**config.mk**
```make
export PLATFORM = sky130hd
export DESIGN_NAME = anagram_window_matcher_unit
export DESIGN_NICKNAME = d
export VERILOG_FILES = /design/src/hdl/awm_pkg.sv /design/src/hdl/awm_front.sv /design/src/hdl/awm_resq.sv /design/src/hdl/awm_back.sv /design/src/hdl/anagram_window_matcher_unit.sv
export SDC_FILE = /design/constraint.sdc
export NUM_CORES = 1
export LEC_CHECK = 0
export BUFFER_PORTS_ARGS = -buffer_cell sky130_fd_sc_hd__buf_4
export CORE_MARGIN = 8
export CORE_UTILIZATION = 30
export DETAILED_ROUTE_END_ITERATION = 6
export PLACE_DENSITY = 0.46
export SYNTH_ARGS = -nofsm -noshare
export SYNTH_HDL_FRONTEND = slang
export SYNTH_SLANG_ARGS = --single-unit
export TNS_END_PERCENT = 5
```
**constraint.sdc**
```tcl
create_clock -name clk -period 6.3 [get_ports clk]
set_clock_uncertainty 0.1 [all_clocks]
set_input_delay 1.89 -clock clk [delete_from_list [all_inputs] [get_ports clk]]
set_output_delay 1.89 -clock clk [all_outputs]
set_load 0.01 [all_outputs]
```
**src/hdl/awm_pkg.sv**
```systemverilog
package awm_pkg;

  localparam int DEF_MAX_PATTERN   = 64;
  localparam int DEF_ALPHABET_SIZE = 26;
  localparam int DEF_POSITION_BITS = 16;

  localparam int OPCODE_W  = 2;
  localparam int LETTER_W  = 5;
  localparam int POS_OUT_W = 16;

  typedef enum logic [OPCODE_W-1:0] {
    OP_CLEAR   = 2'd0,
    OP_PATTERN = 2'd1,
    OP_NEWTEXT = 2'd2,
    OP_TEXT    = 2'd3
  } op_t;

  typedef enum logic [2:0] {
    ST_IDLE,
    ST_PINC,
    ST_TREAD,
    ST_DROP_A,
    ST_DROP_B,
    ST_INSERT
  } state_t;

  typedef struct packed {
    op_t                 op;
    logic                letter_ok;
    logic [LETTER_W-1:0] letter;
  } cmd_t;

  typedef struct packed {
    logic                 match_found;
    logic [POS_OUT_W-1:0] match_start;
    logic [POS_OUT_W-1:0] match_end;
    logic                 pattern_overflow;
  } res_t;

endpackage

```
**src/hdl/awm_front.sv**
```systemverilog
module awm_front #(
  parameter int ALPHABET_SIZE = 26
) (
  input  logic                       clk,
  input  logic                       rst_n,
  input  logic                       push,
  output logic                       full,
  input  logic [awm_pkg::OPCODE_W-1:0] in_opcode,
  input  logic [awm_pkg::LETTER_W-1:0] in_letter,
  output logic                       cmd_valid,
  output awm_pkg::cmd_t              cmd,
  input  logic                       cmd_pop
);
  import awm_pkg::*;

  cmd_t       q_r [2];
  logic       wptr_r, rptr_r;
  logic [1:0] cnt_r, cnt_nxt;
  cmd_t       cls;
  logic       wr_en, rd_en;

  // decode and range-check the letter on the way in
  always_comb begin
    cls.op        = op_t'(in_opcode);
    cls.letter_ok = (int'(in_letter) < ALPHABET_SIZE);
    cls.letter    = in_letter;
  end

  assign full      = (cnt_r == 2'd2);
  assign cmd_valid = (cnt_r != 2'd0);
  assign cmd       = q_r[rptr_r];
  assign wr_en     = push && !full;
  assign rd_en     = cmd_pop && cmd_valid;

  always_comb begin
    cnt_nxt = cnt_r;
    if (wr_en && !rd_en) begin
      cnt_nxt = cnt_r + 2'd1;
    end else if (rd_en && !wr_en) begin
      cnt_nxt = cnt_r - 2'd1;
    end
  end

  always_ff @(posedge clk) begin
    if (!rst_n) begin
      wptr_r <= 1'b0;
      rptr_r <= 1'b0;
      cnt_r  <= 2'd0;
    end else begin
      cnt_r <= cnt_nxt;
      if (wr_en) wptr_r <= ~wptr_r;
      if (rd_en) rptr_r <= ~rptr_r;
    end
  end

  always_ff @(posedge clk) begin
    if (wr_en) q_r[wptr_r] <= cls;
  end

endmodule

```
**src/hdl/awm_resq.sv**
```systemverilog
module awm_resq (
  input  logic                          clk,
  input  logic                          rst_n,
  input  logic                          res_push,
  input  awm_pkg::res_t                 res,
  output logic                          res_room,
  output logic                          empty,
  input  logic                          pop,
  output logic                          out_match_found,
  output logic [awm_pkg::POS_OUT_W-1:0] out_match_start,
  output logic [awm_pkg::POS_OUT_W-1:0] out_match_end,
  output logic                          out_pattern_overflow
);
  import awm_pkg::*;

  res_t       q_r [2];
  logic       wptr_r, rptr_r;
  logic [1:0] cnt_r, cnt_nxt;
  logic       rd_en;
  res_t       head;

  assign empty    = (cnt_r == 2'd0);
  assign res_room = (cnt_r != 2'd2);
  assign rd_en    = pop && !empty;
  assign head     = q_r[rptr_r];

  assign out_match_found      = head.match_found;
  assign out_match_start      = head.match_start;
  assign out_match_end        = head.match_end;
  assign out_pattern_overflow = head.pattern_overflow;

  always_comb begin
    cnt_nxt = cnt_r;
    if (res_push && !rd_en) begin
      cnt_nxt = cnt_r + 2'd1;
    end else if (rd_en && !res_push) begin
      cnt_nxt = cnt_r - 2'd1;
    end
  end

  always_ff @(posedge clk) begin
    if (!rst_n) begin
      wptr_r <= 1'b0;
      rptr_r <= 1'b0;
      cnt_r  <= 2'd0;
    end else begin
      cnt_r <= cnt_nxt;
      if (res_push) wptr_r <= ~wptr_r;
      if (rd_en)    rptr_r <= ~rptr_r;
    end
  end

  always_ff @(posedge clk) begin
    if (res_push) q_r[wptr_r] <= res;
  end

endmodule

```
**src/hdl/awm_back.sv**
```systemverilog
module awm_back #(
  parameter int MAX_PATTERN   = 64,
  parameter int ALPHABET_SIZE = 26,
  parameter int POSITION_BITS = 16
) (
  input  logic          clk,
  input  logic          rst_n,
  input  logic          cmd_valid,
  input  awm_pkg::cmd_t cmd,
  output logic          cmd_pop,
  input  logic          res_room,
  output logic          res_push,
  output awm_pkg::res_t res
);
  import awm_pkg::*;

  localparam int CNT_W = $clog2(MAX_PATTERN + 1);
  localparam int IDX_W = (MAX_PATTERN > 1) ? $clog2(MAX_PATTERN) : 1;
  localparam int A_W   = (ALPHABET_SIZE > 1) ? $clog2(ALPHABET_SIZE) : 1;

  // storage
  logic [CNT_W-1:0] tc_mem [ALPHABET_SIZE];
  logic [CNT_W-1:0] wc_mem [ALPHABET_SIZE];
  logic [A_W-1:0]   ring_mem [MAX_PATTERN];
  logic [ALPHABET_SIZE-1:0] tc_vld_r, wc_vld_r;
  logic [CNT_W-1:0] tc_q, wc_q;
  logic [A_W-1:0]   ring_q;

  state_t             state_r, state_nxt;
  logic [IDX_W-1:0]   head_r, head_nxt, tail_r, tail_nxt;
  logic [CNT_W-1:0]   len_r, len_nxt, plen_r, plen_nxt;
  logic [POSITION_BITS-1:0] pos_r, pos_nxt;
  logic [A_W-1:0]     let_r, let_nxt, old_r, old_nxt;
  logic [CNT_W-1:0]   t_r, t_nxt, c_r, c_nxt;

  // memory controls
  logic             tc_we, tc_set, tc_clr;
  logic [CNT_W-1:0] tc_wdata;
  logic             wc_we, wc_set, wc_clr;
  logic [A_W-1:0]   wc_waddr, wc_raddr, cmd_let;
  logic [CNT_W-1:0] wc_wdata;
  logic             ring_we;

  logic             ins_en;
  logic [CNT_W-1:0] ins_cnt, t_cur, c_cur;

  function automatic logic [IDX_W-1:0] wrap_inc(input logic [IDX_W-1:0] idx);
    wrap_inc = (idx == IDX_W'(MAX_PATTERN - 1)) ? '0 : idx + 1'b1;
  endfunction

  assign cmd_let = A_W'(cmd.letter);
  assign t_cur   = tc_vld_r[let_r] ? tc_q : '0;
  assign c_cur   = wc_vld_r[let_r] ? wc_q : '0;

  always_comb begin
    state_nxt = state_r;
    head_nxt  = head_r;
    tail_nxt  = tail_r;
    len_nxt   = len_r;
    plen_nxt  = plen_r;
    pos_nxt   = pos_r;
    let_nxt   = let_r;
    old_nxt   = old_r;
    t_nxt     = t_r;
    c_nxt     = c_r;
    cmd_pop   = 1'b0;
    res_push  = 1'b0;
    res       = '0;
    tc_we     = 1'b0;
    tc_set    = 1'b0;
    tc_clr    = 1'b0;
    tc_wdata  = (tc_vld_r[let_r] ? tc_q : '0) + 1'b1;
    wc_we     = 1'b0;
    wc_set    = 1'b0;
    wc_clr    = 1'b0;
    wc_waddr  = let_r;
    wc_wdata  = '0;
    wc_raddr  = cmd_let;
    ring_we   = 1'b0;
    ins_en    = 1'b0;
    ins_cnt   = c_r;

    unique case (state_r)
      ST_IDLE: begin
        if (cmd_valid && res_room) begin
          cmd_pop = 1'b1;
          unique case (cmd.op)
            OP_CLEAR: begin
              tc_clr   = 1'b1;
              wc_clr   = 1'b1;
              plen_nxt = '0;
              head_nxt = '0;
              tail_nxt = '0;
              len_nxt  = '0;
              res_push = 1'b1;
            end
            OP_PATTERN: begin
              res_push = 1'b1;
              if (cmd.letter_ok) begin
                if (plen_r == CNT_W'(MAX_PATTERN)) begin
                  res.pattern_overflow = 1'b1;
                end else begin
                  plen_nxt  = plen_r + 1'b1;
                  let_nxt   = cmd_let;
                  state_nxt = ST_PINC;
                end
              end
            end
            OP_NEWTEXT: begin
              wc_clr   = 1'b1;
              head_nxt = '0;
              tail_nxt = '0;
              len_nxt  = '0;
              pos_nxt  = '0;
              res_push = 1'b1;
            end
            OP_TEXT: begin
              if (cmd.letter_ok) begin
                let_nxt   = cmd_let;
                state_nxt = ST_TREAD;
              end else begin
                wc_clr   = 1'b1;
                head_nxt = '0;
                tail_nxt = '0;
                len_nxt  = '0;
                pos_nxt  = pos_r + 1'b1;
                res_push = 1'b1;
              end
            end
            default: ;
          endcase
        end
      end
      ST_PINC: begin
        tc_we     = 1'b1;
        tc_set    = 1'b1;
        state_nxt = ST_IDLE;
      end
      ST_TREAD: begin
        t_nxt = t_cur;
        c_nxt = c_cur;
        if (t_cur == '0) begin
          // letter absent from the pattern empties the window
          wc_clr    = 1'b1;
          head_nxt  = '0;
          tail_nxt  = '0;
          len_nxt   = '0;
          pos_nxt   = pos_r + 1'b1;
          res_push  = 1'b1;
          state_nxt = ST_IDLE;
        end else if (c_cur < t_cur) begin
          ins_en  = 1'b1;
          ins_cnt = c_cur;
        end else begin
          state_nxt = ST_DROP_A;
        end
      end
      ST_DROP_A: begin
        old_nxt   = ring_q;
        wc_raddr  = ring_q;
        head_nxt  = wrap_inc(head_r);
        len_nxt   = len_r - 1'b1;
        if (ring_q == let_r) c_nxt = c_r - 1'b1;
        state_nxt = ST_DROP_B;
      end
      ST_DROP_B: begin
        wc_we     = 1'b1;
        wc_waddr  = old_r;
        wc_wdata  = (wc_vld_r[old_r] ? wc_q : '0) - 1'b1;
        state_nxt = (c_r == t_r) ? ST_DROP_A : ST_INSERT;
      end
      ST_INSERT: begin
        ins_en  = 1'b1;
        ins_cnt = c_r;
      end
      default: state_nxt = ST_IDLE;
    endcase

    if (ins_en) begin
      ring_we   = 1'b1;
      wc_we     = 1'b1;
      wc_set    = 1'b1;
      wc_waddr  = let_r;
      wc_wdata  = ins_cnt + 1'b1;
      pos_nxt   = pos_r + 1'b1;
      res_push  = 1'b1;
      state_nxt = ST_IDLE;
      if (len_r + 1'b1 == plen_r) begin
        res.match_found = 1'b1;
        res.match_start = POS_OUT_W'(pos_r - POSITION_BITS'(len_r));
        res.match_end   = POS_OUT_W'(pos_r);
        wc_clr   = 1'b1;
        head_nxt = '0;
        tail_nxt = '0;
        len_nxt  = '0;
      end else begin
        tail_nxt = wrap_inc(tail_r);
        len_nxt  = len_r + 1'b1;
      end
    end
  end

  always_ff @(posedge clk) begin
    if (!rst_n) begin
      state_r  <= ST_IDLE;
      head_r   <= '0;
      tail_r   <= '0;
      len_r    <= '0;
      plen_r   <= '0;
      pos_r    <= '0;
      tc_vld_r <= '0;
      wc_vld_r <= '0;
    end else begin
      state_r <= state_nxt;
      head_r  <= head_nxt;
      tail_r  <= tail_nxt;
      len_r   <= len_nxt;
      plen_r  <= plen_nxt;
      pos_r   <= pos_nxt;
      if (tc_clr) begin
        tc_vld_r <= '0;
      end else if (tc_set) begin
        tc_vld_r[let_r] <= 1'b1;
      end
      if (wc_clr) begin
        wc_vld_r <= '0;
      end else if (wc_set) begin
        wc_vld_r[let_r] <= 1'b1;
      end
    end
  end

  always_ff @(posedge clk) begin
    let_r <= let_nxt;
    old_r <= old_nxt;
    t_r   <= t_nxt;
    c_r   <= c_nxt;
  end

  always_ff @(posedge clk) begin
    if (tc_we) tc_mem[let_r] <= tc_wdata;
    tc_q <= tc_mem[cmd_let];
  end

  always_ff @(posedge clk) begin
    if (wc_we) wc_mem[wc_waddr] <= wc_wdata;
    wc_q <= wc_mem[wc_raddr];
  end

  always_ff @(posedge clk) begin
    if (ring_we) ring_mem[tail_r] <= let_r;
    ring_q <= ring_mem[head_r];
  end

  // window never outgrows the pattern
  a_len_le_plen: assert property (@(posedge clk) disable iff (!rst_n)
    len_r <= plen_r)
    else $error("window longer than pattern");

  // a drop only happens when the current letter is still in the window
  a_drop_nonempty: assert property (@(posedge clk) disable iff (!rst_n)
    (state_r == ST_DROP_A) |-> (len_r != '0 && c_r != '0))
    else $error("drop from an empty window");

  // slot reserved at dispatch is still free when the result lands
  a_res_room: assert property (@(posedge clk) disable iff (!rst_n)
    res_push |-> res_room)
    else $error("result pushed into a full queue");

  // a command is taken only from the idle state
  a_pop_idle: assert property (@(posedge clk) disable iff (!rst_n)
    cmd_pop |-> (state_r == ST_IDLE && cmd_valid))
    else $error("command taken while busy");

endmodule

```
**src/hdl/anagram_window_matcher_unit.sv**
```systemverilog
// sliding-window anagram search over a stream of letter indexes. each input
// transfer carries an opcode (clear pattern, add pattern letter, start new
// text, text letter) and a letter, and yields exactly one result transfer in
// order. a two-entry command queue on the input side decouples the front
// from the sequencer, and a two-entry result queue decouples the sequencer
// from the consumer, so push is taken while a result still waits for pop.
// control and pattern items are handled from the idle state; a text letter
// outside the alphabet ends in the idle state, one that fits the window or is
// absent from the pattern also passes the count read state, and one that
// pushes older letters out then passes the drop states for every letter that
// leaves the front of the window, since each departure is a read of the
// letter ring and a read-modify-write of the window count memory. all counts
// clear at once through per-letter valid flags, so no clearing pass is
// needed after reset or after a match.
module anagram_window_matcher_unit #(
  parameter int MAX_PATTERN   = awm_pkg::DEF_MAX_PATTERN,
  parameter int ALPHABET_SIZE = awm_pkg::DEF_ALPHABET_SIZE,
  parameter int POSITION_BITS = awm_pkg::DEF_POSITION_BITS
) (
  input  logic                          clk,
  input  logic                          rst_n,
  // input transfer: push while full is low
  input  logic                          push,
  output logic                          full,
  input  logic [awm_pkg::OPCODE_W-1:0]  in_opcode,
  input  logic [awm_pkg::LETTER_W-1:0]  in_letter,
  // result transfer: pop while empty is low
  output logic                          empty,
  input  logic                          pop,
  output logic                          out_match_found,
  output logic [awm_pkg::POS_OUT_W-1:0] out_match_start,
  output logic [awm_pkg::POS_OUT_W-1:0] out_match_end,
  output logic                          out_pattern_overflow
);
  import awm_pkg::*;

  // front to back command hand-off
  logic cmd_valid, cmd_pop;
  cmd_t cmd;

  // back to result queue hand-off
  logic res_push, res_room;
  res_t res;

  // front: opcode decode, letter range check, command queue
  awm_front #(
    .ALPHABET_SIZE(ALPHABET_SIZE)
  ) u_front (
    .clk       (clk),
    .rst_n     (rst_n),
    .push      (push),
    .full      (full),
    .in_opcode (in_opcode),
    .in_letter (in_letter),
    .cmd_valid (cmd_valid),
    .cmd       (cmd),
    .cmd_pop   (cmd_pop)
  );

  // back: pattern and window counts, letter ring, window sequencer
  awm_back #(
    .MAX_PATTERN  (MAX_PATTERN),
    .ALPHABET_SIZE(ALPHABET_SIZE),
    .POSITION_BITS(POSITION_BITS)
  ) u_back (
    .clk       (clk),
    .rst_n     (rst_n),
    .cmd_valid (cmd_valid),
    .cmd       (cmd),
    .cmd_pop   (cmd_pop),
    .res_room  (res_room),
    .res_push  (res_push),
    .res       (res)
  );

  // result queue feeding the output ports
  awm_resq u_resq (
    .clk                  (clk),
    .rst_n                (rst_n),
    .res_push             (res_push),
    .res                  (res),
    .res_room             (res_room),
    .empty                (empty),
    .pop                  (pop),
    .out_match_found      (out_match_found),
    .out_match_start      (out_match_start),
    .out_match_end        (out_match_end),
    .out_pattern_overflow (out_pattern_overflow)
  );

endmodule
```
* Word-level counts from Yosys, hierarchy flattened *
Memory sizes are Yosys's and may differ from the RTL's. A register that Yosys moved wholly into a read port is not among the register bits.
Cells that the tools add are included.

storage, ports and cells
  register bits = 129
  RAM bits = 768
  input bits = 11
  output and inout port bits = 36
  word-level logic and storage cells = 235
  memories = 5

cells by class
  $add $sub $neg = 15
  $lt $le $gt $ge = 5
  eq/ne operators = 31
  mux-type cells = 114
  bitwise gates (word level) = 8
  reductions and logical operators = 39

memories
  memory           words  width  read ports  clocked after Yosys merged registers in  wr ports  RTL line         RTL
  u_back.ring_mem  64     5      1           1                                        1         awm_back.sv:24   logic [A_W-1:0] ring_mem [MAX_PATTERN];
  u_back.tc_mem    26     7      1           1                                        1         awm_back.sv:22   logic [CNT_W-1:0] tc_mem [ALPHABET_SIZE];
  u_back.wc_mem    26     7      1           1                                        1         awm_back.sv:23   logic [CNT_W-1:0] wc_mem [ALPHABET_SIZE];
  u_resq.q_r       2      34     1           1                                        1         awm_resq.sv:16   res_t q_r [2];
  u_front.q_r      2      8      1           1                                        1         awm_front.sv:16  cmd_t q_r [2];

operators by type and width
  operator                 count
  $mux W7                  16
  $mux W6                  12
  $mux W33                 2
  $mux W16                 4
  $pmux W16 S2             2
  $or A26 B26 Y26          2
  $pmux W7 S2              3
  $mux W1                  41
  $pmux W6 S2              3
  $mux W5                  6
  $add A7 B1 Y7 const B    4
  $mux W3                  7
  $pmux W7 S3              1
  $sub A7 B1 Y7 const B    3
  $reduce_and A5 Y1        4
  $pmux W6 S3              1
  $add A16 B1 Y16 const B  1
  $sub A16 B7 Y16          1
  $bmux W1 S5              3
  $pmux W3 S5              1
  $eq A7 B7 Y1             2
  $add A6 B1 Y6 const B    2
  $eq A6 B6 Y1 const B     2
  $lt A5 B6 Y1 const B     2
  38 further kinds         87

* Depth between registers and ports, before layout *
  depth after elaboration = 12
  gate-level depth with buffers = 26
  gate-level depth less buffers = 22

* Cells and area by module *
A second synthesis with hierarchy kept.

unflattened totals
  cell total of the unflattened synthesis = 2332
  area, all modules = 38244.2 um2

by module, submodules not included
  module     instances  cells each  area each (um2)  seq. area each (um2)
  awm_back   1          2152        34760.8          23582.6
  awm_resq   1          128         2670.1           2142.1
  awm_front  1          52          813.3            580.6

* Worst setup path before layout *
No wires, ideal clock.

  path kind = register -> register
  from = reg u_back.let_r[0]
  to = mem u_back.wc_mem[0][6] (netlist bit), data pin
  setup time = 408 ps
  data arrival time = 6478 ps
  data required time = 5792 ps
  slack = -686 ps
  cell stages (with the launch flop) = 25
  buffers on the path = 3
  period minus slack after synthesis = 6986 ps
  cell sequence = edfxtp_1 -> buf_6 -> mux2_4 -> a32o_1 -> a311oi_2 -> nand3_1 -> buf_2 -> and2_1 -> clkbuf_1 -> ha_1 -> a21oi_1 -> nand2_1 -> a2111oi_0 -> a21bo_2 -> and2_1 -> nor2_1 -> nand2_1 -> o21ai_0 -> ha_1 -> nand3_1 -> xor2_1 -> nor2_1 -> a211o_1 -> o21ai_0 -> o21ai_0

on the way
  word-level cells in the longest chain between the ends = 9
  elaborated cells on any way between the ends = 16
  classes of those cells = add/sub (1); order compare (1); mux (13); reduce/logical (1)

ends and longest elaborated chain
  element                                RTL line                        RTL
  start, declared                        awm_back.sv:33                  logic [A_W-1:0] let_r, let_nxt, old_r, old_nxt;
  start signal, assigned                 awm_back.sv:234                 let_r <= let_nxt;
  $bmux W1 S5, on equally long branches  awm_back.sv:53, awm_back.sv:52
  $mux W1, on equally long branches      awm_back.sv:53, awm_back.sv:52
  $mux W7, on equally long branches      awm_back.sv:53, awm_back.sv:52
  $lt A7 B7 Y1                           awm_back.sv:151                 end else if (c_cur < t_cur) begin
  $mux W7                                awm_back.sv:151
  $mux W7                                awm_back.sv:142                 if (t_cur == '0) begin
  $mux W7                                awm_back.sv:83                  unique case (state_r)
  $add A7 B1 Y7                          awm_back.sv:184                 wc_wdata = ins_cnt + 1'b1;
  $mux W7 (*)                            awm_back.sv:179                 if (ins_en) begin
  net u_back.wc_wdata[6]                 awm_back.sv:41                  logic [CNT_W-1:0] wc_wdata;
  end, declared                          awm_back.sv:23

Mark *: on every way through the listed nets, which the timed path passes. The rest lies on a longest branch. The select of a mux whose other input is x is not followed.

* Final worst setup path *
  from = reg u_back.let_r[4]
  to = mem u_back.wc_mem[2][6] (netlist bit), data pin

on the way
  word-level cells in the longest chain between the ends = 9
  elaborated cells on any way between the ends = 16
  classes of those cells = add/sub (1); order compare (1); mux (13); reduce/logical (1)

ends and longest elaborated chain
  element                            RTL line         RTL
  $bmux W1 S5 (*)                    awm_back.sv:52   assign t_cur = tc_vld_r[let_r] ? tc_q : '0;
  $mux W1 (implied by the code) (*)  awm_back.sv:52
  $mux W7 (*)                        awm_back.sv:52
  net u_back.t_cur[2]                awm_back.sv:45   logic [CNT_W-1:0] ins_cnt, t_cur, c_cur;
  $lt A7 B7 Y1                       awm_back.sv:151
  $mux W7                            awm_back.sv:151
  $mux W7                            awm_back.sv:142
  $mux W7                            awm_back.sv:83
  $add A7 B1 Y7                      awm_back.sv:184
  $mux W7 (*)                        awm_back.sv:179
  net u_back.wc_wdata[6]             awm_back.sv:41

Marks and branches as above.

==> flow_summary.toml <==
[timing]
min_period_ns = 5.99
relSlewSlack_pct = 11.0
tightest_slew_ns = 1.33
finalHoldViolations = 0
whs_ns = 0.370
rsz0062_at_grt = "false"
tns_ns = 0
setup_viol = 0
slew_viol_final = 0
finalCritPeriodShare_pct = 95.1
max_freq_mhz = 167

[synthesis]
synth.largest_area_cell = "edfxtp_1"
synth_fa_ha_area_share_pct = 0.927
synth-async-reset-ratio_pct = 0
yosysMostFrequentCell = "edfxtp_1"
synthesis.nets = 2666
synthMuxAreaShare_pct = 11.9
synth_top_flop_cell = "edfxtp_1"
seq_area_frac_synth_pct = 68.2
synth.ff_latch_count = 918
synth_top_family_by_area = "multiplexers"
yosys.area_share.simple_pct = 10.1
ys_types = 78
synth_common_cells = "edfxtp_1, nand2_1, nor2_1, mux4_2, dfxtp_1"
ys.warnings.count = 0
synth_edf_count = 792
synth-xor-area-share_pct = 1.43
syn_inst = 2627
ys_top_cells_by_area = "edfxtp_1, mux4_2, dfxtp_1, nand2_1, nor2_1"
syn-cell-area_um2 = 38600
synth_compound_area_share_pct = 5.40
synth_area_per_cell_um2 = 14.7
yosys.area.top_type_share_pct = 61.6

[clock_network]
cts_tree = "done"
cts_buffers = 99
clk_path_buf_depth = 3
clkLatencyLatePin_ns = 0.68
clkTransAtPathRegs_ns = 0.06
htreeDepth = 3
cts.sinks = 918
root_buffer = "clkbuf_16"
cts_hold_buf = 0

[floorplan]
die_h_um = 375
die_area_um2 = 140000
ios = 47
core_um2 = 128000
placementRows = 131
die_w_um = 375
initial_core_util_pct = 30.2

[final_layout]
area.growth.synth_to_final_pct = 15.7
n_antenna_cell = 0
fillers = 12161
layout.nets = 2783
layout-drive-gt1-share_pct = 20.3

[placement]
routabilityCongestion = 0.843
portBuffers = 46
dp_hpwl_mm = 63.9

[critical_path]
cp.required_ns = 6.54
crit_buf_inv = 2
worstPathCellList = "nand3b_1, o32ai_1, a211o_1, or3_1, and2_0, inv_1, ha_1, a21oi_1, nor2_1, a2111oi_1, a21bo_2, and2_1, nor2_1, nand2_1, o21ai_0, ha_1, buf_4, nand4_1, a21boi_0, o21ai_4"
crit_fanout = 18
regToRegStartpoint = "u_back.let_r[4]"
crit_type = "flop to flop"
r2r_end = "u_back.wc_mem[2][6]"
slowest_delay_ns = 0.74
crit_path_start_kind = "flop"
cp.arrival_ns = 6.23
critPathSlowestCell = "a21boi_0"
cp-end-kind = "flop"
rr_worst_depth = 20
critical-path-top-delay-family = "compound AO/OA/AOI/OAI gates"
ff2ff_setup_slack_ns = 0.31

[pwr]
powerDensity_nw_per_um2 = 344
ir_drop_uv = 180
report.power.total_uw = 15400
leakage_uw = 0.0140

[routing]
vias = 22665
routed_wl_mm = 99.6
drc = 0
first_pass_iters = 5
drtIter0Drc = 1684
drtAntennaViolNets = 0
viasPerCell = 5.05
routedWlPerCell_um = 22.2

[worst_hold_path]
hold_path_depth = 2
min_from = "u_back.tc_vld_r[21]"
hold_end = "u_back.tc_vld_r[21]"
hold_path.class = "flop to flop"

[global_route]
grtUsageTotal_pct = 13.8
overflow = 0
grt_pass1_wl_mm = 150
grt_pass1_vias = 23347
antenna_found_initial = 0
grt_max_degree = 70

[job]
maxCapViolCount = 0

[outcome]
status = "finished clean"
-- through the flow --
step / std cells / worst slack (ns) / utilization, % / cell area, um^2
detailed placement: 4304 / 0.0615 / 32.5 / 41500
floorplan: 2627 / -0.213 / - / 38600
CTS: 4486 / 0.0225 / 34.9 / 44600
finish: 4487 / 0.311 / 35.0 / 44600
global route: 4487 / 0.000741 / 35.0 / 44600
global placement: 4304 / 0.274 / 32.5 / 41500
-- tightest hold or removal path, delay by kind of cell (launching register included) --
| family | cells | cell delay (ns) |
|---|---|---|
| AND/OR/NAND/NOR | 2 | 0.11 |
| flip-flops | 1 | 0.32 |
-- cell usage in the layout, fill, tap and decap left out, drive strengths merged, types with 40 or more instances in the layout --
cell type / Yosys / final
edfxtp: 792 / 792
nand2: 298 / 298
nor2: 237 / 237
buf: 43 / 172
mux4: 156 / 156
clkbuf: 114 / 136
dfxtp: 126 / 126
o21ai: 76 / 77
a21oi: 71 / 71
nand3: 67 / 67
mux2: 55 / 55
and3: 48 / 48
inv: 43 / 47
mux2i: 44 / 44
a31oi: 40 / 40
-- routing by layer --
layer / wire length, um / share of wire [%] / vias up / GRT usage [%]
met5: 0 / 0 / - / 0
met4: 2080 / 2.1 / 0 / 3.43
met3: 3610 / 3.6 / 135 / 2.09
met2: 49400 / 50 / 493 / 23.8
met1: 44500 / 45 / 11710 / 18.2
li1: - / - / 10327 / -
-- layout make-up --
cell class	instances	area, um^2	area share [%]
Clock inverter	46	374	0.838
Inverter	44	165	0.370
Tap cell	1662	2080	4.66
Timing Repair Buffer	172	1300	2.92
Sequential cell	918	26300	59.0
Clock buffer	136	2720	6.09
Multi-Input combinational cell	1509	11700	26.2
-- flip-flops by register name (all words and copies together), names as in the netlist, 16 cells and up, named ones only --
| register | cells |
|---|---|
| u_back.wc_mem | 182 |
| u_back.ring_mem | 320 |
| u_back.tc_mem | 182 |
| u_back.pos_r | 16 |
| u_back.wc_vld_r | 26 |
| u_resq.q_r | 68 |
| u_back.tc_vld_r | 26 |
| u_front.q_r | 16 |
-- what timing repair did --
| item | 4_1_cts | 5_1_grt |
|---|---|---|
| buffers inserted | 0 | 0 |
| hold endpoints to repair | 0 | 0 |
| resized for setup | 0 | 7 |
| setup endpoints to repair | 0 | 52 |
-- kinds of logic after synthesis --
group / Yosys count
buffers and inverters: 201
adder cells (fa/ha/maj): 28
XOR/XNOR: 63
flip-flops: 918
AND/OR/NAND/NOR: 845
AO/OA/AOI/OAI: 317
multiplexers: 255
-- power by group --
group	switching [uW]	internal, uW	leakage, uW
Clock	2400	3150	0.00152
Combinational	1700	912	0.00469
Sequential	185	7020	0.00784
-- worst max-delay path by stage --
stage / from / to / slack (ns) / cells after the start
global route: u_back.let_r[4] / u_back.wc_mem[22][6] / 0.0007 / 20
detailed placement: u_back.let_r[0] / u_back.wc_mem[11][6] / 0.06 / 23
finish: u_back.let_r[4] / u_back.wc_mem[2][6] / 0.31 / 20
CTS: u_back.let_r[0] / u_back.wc_mem[19][6] / 0.02 / 23
global placement: u_back.let_r[1] / u_back.wc_mem[19][6] / 0.27 / 22
floorplan: u_back.let_r[0] / u_resq.q_r[0][0] / -0.21 / 17
Power figures use the tool's default switching activity.
